**src/rtl/pbr_pkg.sv**
```systemverilog
// Shared types, constants and pixel packing helpers for the packed pixel bitmap RAM.
package pbr_pkg;

  localparam int ADDR_W  = 20;  // pixel address width
  localparam int PIX_W   = 4;   // pixel field width
  localparam int BYTE_W  = 8;   // backing RAM word width
  localparam int SHIFT_W = 19;  // pixel address after the smallest shift
  localparam int CNT_W   = 2;   // index unit step count

  localparam logic ACT_READ  = 1'b0;
  localparam logic ACT_WRITE = 1'b1;

  localparam logic [BYTE_W-1:0] NIBBLE_MASK = 8'h0f;
  localparam logic [BYTE_W-1:0] PAIR_MASK   = 8'h03;

  // Request from the control logic to the byte index unit.
  typedef struct packed {
    logic start;
    logic two_bit;
  } pbr_idx_req_t;

  function automatic logic [2:0] pbr_pos(input logic two_bit, input logic [1:0] sub);
    return two_bit ? {sub, 1'b0} : {sub[0], 2'b00};
  endfunction

  function automatic logic [BYTE_W-1:0] pbr_mask(input logic two_bit);
    return two_bit ? PAIR_MASK : NIBBLE_MASK;
  endfunction

  function automatic logic [PIX_W-1:0] pbr_extract(input logic [BYTE_W-1:0] b,
                                                  input logic two_bit,
                                                  input logic [1:0] sub);
    logic [BYTE_W-1:0] f;
    f = (b >> pbr_pos(two_bit, sub)) & pbr_mask(two_bit);
    return f[PIX_W-1:0];
  endfunction

  function automatic logic [BYTE_W-1:0] pbr_merge(input logic [BYTE_W-1:0] b,
                                                 input logic two_bit,
                                                 input logic [1:0] sub,
                                                 input logic [PIX_W-1:0] val);
    logic [2:0] pos;
    logic [BYTE_W-1:0] mask;
    pos  = pbr_pos(two_bit, sub);
    mask = pbr_mask(two_bit);
    return (b & ~(mask << pos)) | (({4'b0, val} & mask) << pos);
  endfunction

endpackage

```
**src/rtl/pbr_index.sv**
```systemverilog
// Byte index unit: pixel address shifted by mode and wrapped to the RAM size.
module pbr_index
  import pbr_pkg::*;
#(
  parameter int RAM_BYTES = 131072,
  parameter int IDX_W     = 17
) (
  input  logic               clk,
  input  logic               rst,
  input  pbr_idx_req_t       req,
  input  logic [ADDR_W-1:0]  pixel_address,
  output logic [IDX_W-1:0]   idx,
  output logic               idx_done
);

  localparam bit IS_POW2 = (RAM_BYTES & (RAM_BYTES - 1)) == 0;

  logic [SHIFT_W-1:0] shifted;

  assign shifted = req.two_bit ? {1'b0, pixel_address[ADDR_W-1:2]}
                               : pixel_address[ADDR_W-1:1];

  if (IS_POW2) begin : g_mask
    // wrap is a plain mask, index ready in the request cycle
    assign idx      = shifted[IDX_W-1:0];
    assign idx_done = req.start;
  end else begin : g_recip
    // reciprocal multiply: quotient estimate (low by at most one),
    // remainder, then one correcting subtract; three steps
    localparam int               Q_W       = SHIFT_W + 1 - IDX_W;
    localparam int               PROD_W    = SHIFT_W + Q_W;
    localparam logic [Q_W-1:0]   RECIP     = Q_W'((1 << SHIFT_W) / RAM_BYTES);
    localparam logic [IDX_W:0]   DIVISOR   = (IDX_W+1)'(RAM_BYTES);
    localparam logic [CNT_W-1:0] STEP_QUO  = CNT_W'(0);
    localparam logic [CNT_W-1:0] STEP_REM  = CNT_W'(1);
    localparam logic [CNT_W-1:0] LAST_STEP = CNT_W'(2);

    logic               busy;
    logic [CNT_W-1:0]   step;
    logic [SHIFT_W-1:0] vsh;
    logic [Q_W-1:0]     quo;
    logic [IDX_W:0]     rem;
    logic [PROD_W-1:0]  prod;
    logic [SHIFT_W-1:0] back;
    logic [SHIFT_W-1:0] diff;

    assign prod = PROD_W'(vsh) * PROD_W'(RECIP);
    assign back = SHIFT_W'(quo) * SHIFT_W'(RAM_BYTES);
    assign diff = vsh - back;

    always_ff @(posedge clk) begin
      if (rst) begin
        busy <= 1'b0;
        step <= '0;
      end else if (req.start) begin
        busy <= 1'b1;
        step <= '0;
        vsh  <= shifted;
      end else if (busy) begin
        if (step == LAST_STEP) begin
          busy <= 1'b0;
        end else begin
          step <= step + CNT_W'(1);
        end
        if (step == STEP_QUO) begin
          quo <= prod[PROD_W-1:SHIFT_W];
        end
        if (step == STEP_REM) begin
          rem <= diff[IDX_W:0];
        end
      end
    end

    // remainder estimate is below twice the RAM size
    assign idx      = (rem >= DIVISOR) ? IDX_W'(rem - DIVISOR) : rem[IDX_W-1:0];
    assign idx_done = busy && (step == LAST_STEP);
  end

endmodule

```
**config.mk**
```make
export PLATFORM = sky130hd
export DESIGN_NAME = pbr_index
export DESIGN_NICKNAME = d
export VERILOG_FILES = /design/src/rtl/pbr_pkg.sv /design/src/rtl/pbr_index.sv
export SDC_FILE = /design/constraint.sdc
export NUM_CORES = 1
export LEC_CHECK = 0
export CORE_AREA = 2 2 39 41
export DETAILED_ROUTE_END_ITERATION = 12
export DIE_AREA = 0 0 41 43
export DONT_BUFFER_PORTS = 1
export GPL_TIMING_DRIVEN = 0
export PLACE_DENSITY = 0.36
export SYNTH_ARGS = -nofsm -noshare
export SYNTH_HDL_FRONTEND = slang
export SYNTH_SLANG_ARGS = --single-unit
```
**constraint.sdc**
```tcl
create_clock -name vclk -period 0.8
set_clock_uncertainty 0.05 [all_clocks]
set_input_delay 0.04 -clock vclk [all_inputs]
set_output_delay 0.04 -clock vclk [all_outputs]
set_load 0.1 [all_outputs]
```
==> qor.txt, run 1 <==
Number of max-cap violations: 0
Slew Viols, Final: 0
Tot GR Track Use: 5.99%
Slowest CP cell: mux2_2
Syn nets: 44
Synth area leader: mux2_4
Placed cell area: 297 um^2
Min Hold Slack: 0.243 ns
Seq_cells: 0
Final worst-path cycle share: 101%
Final WS setup: -0.00721 ns
Cell Chain, Critical Path: buf_12 > mux2_2
Drt first pass iters: 1
Placement Rows: 14
Finished Cell Area: 343 um^2
Hold path depth: 1
Grt met1 use: 7.91%
Crit path max-delay family: multiplexers
Actual slew at the worst max-slew pin: 0.515 ns
Via density: 4.84
Grt ovf: 0
Minimum clock period: 0.807 ns
Post-Synthesis Cells: 20
Initial Util: 19.3%
CP Max Fanout: 5
Worst path max stage delay: 0.56 ns
Mean post-synth cell area: 13.4 um^2
Final setup violation count: 9
Total power: 0.710 mW
Status: complete, but fails checks
Count leader, synth: mux2_4
Distinct cell type count after synthesis: 5
Register area: 0 um^2
Final WL: 578 um
RSZ-0062 raised after global routing: yes
Min-Delay Endpoint: idx_done
# IOs: 42
# diodes: 0
Startpoint types: input pin
Fraction of layout instances using a drive strength above 1: 100%
Largest net degree at the start of global routing: 6
Die ar.: 0.00176 mm^2
Post-CTS Setup Bufs: 0
Class of the worst hold path: input pin to primary output
Worst path required time: 0.71 ns
Endpoint type of the worst setup path: primary output
Antenna violations before repair: 0
DRT antenna net count: 0
Share of the synthesized area in the top cell type: 56.1%
Final Util: 24.8%
Die W: 41 um
Ys Warns: 0
Die height: 43 um
Synth top cells by count: mux2_4, mux2_2, buf_12, buf_4, buf_6
Crit Path Class: input pin to primary output
Top post-synthesis cells by area: mux2_4, mux2_2, buf_12
Clock buf count: 0
DR DRC count: 0
Data arrival time of the worst path: 0.72 ns
Part of the Yosys area used for sequential elements: 0%
Failing checks: negative setup slack
Max IR drop VDD: 511 uV
Core ar.: 0.00138 mm^2
Critical path buffer and inverter count: 1
Maximum clock frequency: 1240 MHz
Area grow syn2layout: 28.0%
Rel. slew slack: 65.8%
Met3 Usage GRT: 0.524%
Total Neg Setup Slack: -0.0597 ns
Hold_sp: req[1]
Filler Cells Inserted: 151
PwrDens: 2070 mW/mm^2
Buffers on Ports: 0
Nets@finish: 47
Global-route wire length before repair: 786 um
Netlist Area Pre-Place: 268 um^2
Leakage: 0.162 nW
Met2 GRT Util: 10.6%
Avg WL per Cell: 15.6 um
Layer with the highest usage: met2
Hold_buf cts: 0
1st-iter DRT viols: 0
Vias in the first global route: 190
Final hold viol count: 0
Via count: 179
GP Congestion: 0.517
-- metrics by stage --
| stage | std cells | setup WS, ns |
|---|---|---|
| 2_1_floorplan | 20 | -0.0157 |
| 3_3_place_gp | 36 | -0.0318 |
| 3_5_place_dp | 36 | -0.0327 |
| 4_1_cts | 38 | -0.0116 |
| 5_1_grt | 37 | -0.0209 |
| 6_report | 37 | -0.00721 |
-- worst max-delay path by stage --
| stage | startpoint | to | depth (start not counted) |
|---|---|---|---|
| final | req[0] | idx[3] | 2 |
| after global routing | req[0] | idx[13] | 3 |
| after CTS | req[0] | idx[16] | 2 |
| after detailed placement | req[0] | idx[7] | 3 |
| after global placement | req[0] | idx[7] | 3 |
| after floorplan | req[0] | idx[10] | 3 |
-- final cells by class --
cell class         instances  area [um^2]  area share (%)
plain buffers              2         27.5            8.03
multi-input cells         17          240            70.1
repair buffers             2         55.1            16.1
well taps                 16         20.0            5.84
-- power breakdown --
group / internal (mW) / leakage (nW) / switching (mW)
logic: 0.144 / 0.162 / 0.566
registers: 0 / 0 / 0
clock network: 0 / 0 / 0
-- what timing repair did --
action,4_1_cts,5_1_grt
gates cloned,2,0
setup endpoints to repair,17,14
gates resized for setup,5,0
-- placed cells by master, fill, tap and decap left out, drive strengths merged --
master  Yosys  layout
mux2       17      17
buf         3       4
-- per-layer routing --
layer,part of all wire (%),up-vias
met5,0,-
met4,0,0
met3,20,0
met2,47,22
met1,33,79
li1,-,78
-- kinds of logic after synthesis --
| logic type | Yosys count | synth area share (%) |
|---|---|---|
| multiplexers | 17 | 85.5 |
| buffers and inverters | 3 | 14.5 |
Power figures use the tool's default switching activity.
==> inputs of run 2 (changes only) <==
clock period = 1 ns   (was 0.8 ns; I/O delays follow)
==> run 2 against run 1 <==
  * The run now ends clean
  * Via count is 2.2% lower
  * Critical path depth is 1 higher
  * Sequential share of layout area stayed put
  * Die area stayed put
==> qor.txt, run 2 (synthesized netlist as in run 1, its figures left out) <==
Die W: 41 um
Final WS setup: 0.144 ns
Endpoint type of the worst setup path: primary output
Total power: 0.539 mW
Placement Setup Slack: 0.138 ns
Via density: 4.86
Hold_buf cts: 0
# IOs: 42
Buffers on Ports: 0
Cell Chain, Critical Path: buf_6 > buf_12 > mux2_4
Final WL: 477 um
Worst path max stage delay: 0.44 ns
Hold path depth: 1
RSZ-0062 raised after global routing: no
Max IR drop VDD: 346 uV
Die ar.: 0.00176 mm^2
Crit Path Class: input pin to primary output
Vias in the first global route: 156
Slew Viols, Final: 0
Nets@finish: 46
CP Max Fanout: 10
Register area: 0 um^2
Crit path max-delay family: multiplexers
Met3 wire len: 104 um
Min-Delay Endpoint: idx_done
Startpoint types: input pin
Via count: 175
Most common cell after layout, fill and taps aside: mux2_4
Status: complete, no violations
Post-cts resize count: 0
DR DRC count: 0
Largest net degree at the start of global routing: 11
Seq_cells: 0
Tot GR Track Use: 4.10%
PwrDens: 1870 mW/mm^2
Grt ovf: 0
Antenna violations before repair: 0
Leakage: 0.130 nW
Slowest CP cell: mux2_4
Post-CTS Setup Bufs: 0
Worst path required time: 0.90 ns
Final setup violation count: 0
Maximum clock frequency: 1170 MHz
Final hold viol count: 0
Area grow syn2layout: 7.48%
Number of max-cap violations: 0
Final Util: 20.8%
GP Congestion: 0.512
Filler Cells Inserted: 146
Core ar.: 0.00138 mm^2
Highest signal layer in the routed design: met3
1st-iter DRT viols: 0
DRT antenna net count: 0
Placement Rows: 14
Global-route wire length before repair: 545 um
Initial Util: 19.3%
Final worst-path cycle share: 85.6%
Die height: 43 um
Clock buf count: 0
Class of the worst hold path: input pin to primary output
Data arrival time of the worst path: 0.76 ns
Drt first pass iters: 1
Rel. slew slack: 65.8%
Minimum clock period: 0.856 ns
Total Neg Setup Slack: 0 ns
Avg WL per Cell: 13.3 um
Most frequent cells in the layout: mux2_4, mux2_2, buf_6, buf_12, buf_4
Min Hold Slack: 0.263 ns
Actual slew at the worst max-slew pin: 0.515 ns
Met2 WL: 231 um
Critical path buffer and inverter count: 2
Fraction of layout instances using a drive strength above 1: 100%
Metal-1 WL: 141 um
# diodes: 0
Hold_sp: req[1]
run 2: changes by cell type in the layout (fill, tap and decap cells not counted):
cell,previous run,this run
buf_6,0,1
mux2_4,13,10
buf_16,2,0
mux2_2,4,7
run 2: through the flow:
step / instance area, um^2 / std cells
4_1_cts: 288 / 36
2_1_floorplan: 268 / 20
5_1_grt: 288 / 36
6_report: 288 / 36
3_3_place_gp: 288 / 36
3_5_place_dp: 288 / 36
run 2: final cells by class:
type                       count  area, um^2  area share [%]
multi-input combinational     17         229            79.6
buffer                         3        38.8            13.5
tap                           16        20.0            6.96
run 2: per-layer routing:
layer	vias to the layer above	global-route usage [%]
met5	-	0
met4	0	0
met3	0	0.524
li1	74	-
met2	23	7.50
met1	78	5.06
run 2: worst max path at each step:
stage / cells past startpoint / endpoint / from
after floorplan: 3 / idx[10] / req[0]
after global placement: 3 / idx[8] / req[0]
after detailed placement: 3 / idx[8] / req[0]
after CTS: 3 / idx[8] / req[0]
after global routing: 3 / idx[12] / req[0]
final: 3 / idx[6] / req[0]
run 2: where the power goes:
part / switching (mW) / internal (mW) / total (mW) / leakage (nW)
clock: 0 / 0 / 0 / 0
combinational: 0.449 / 0.0901 / 0.539 / 0.130
sequential: 0 / 0 / 0 / 0
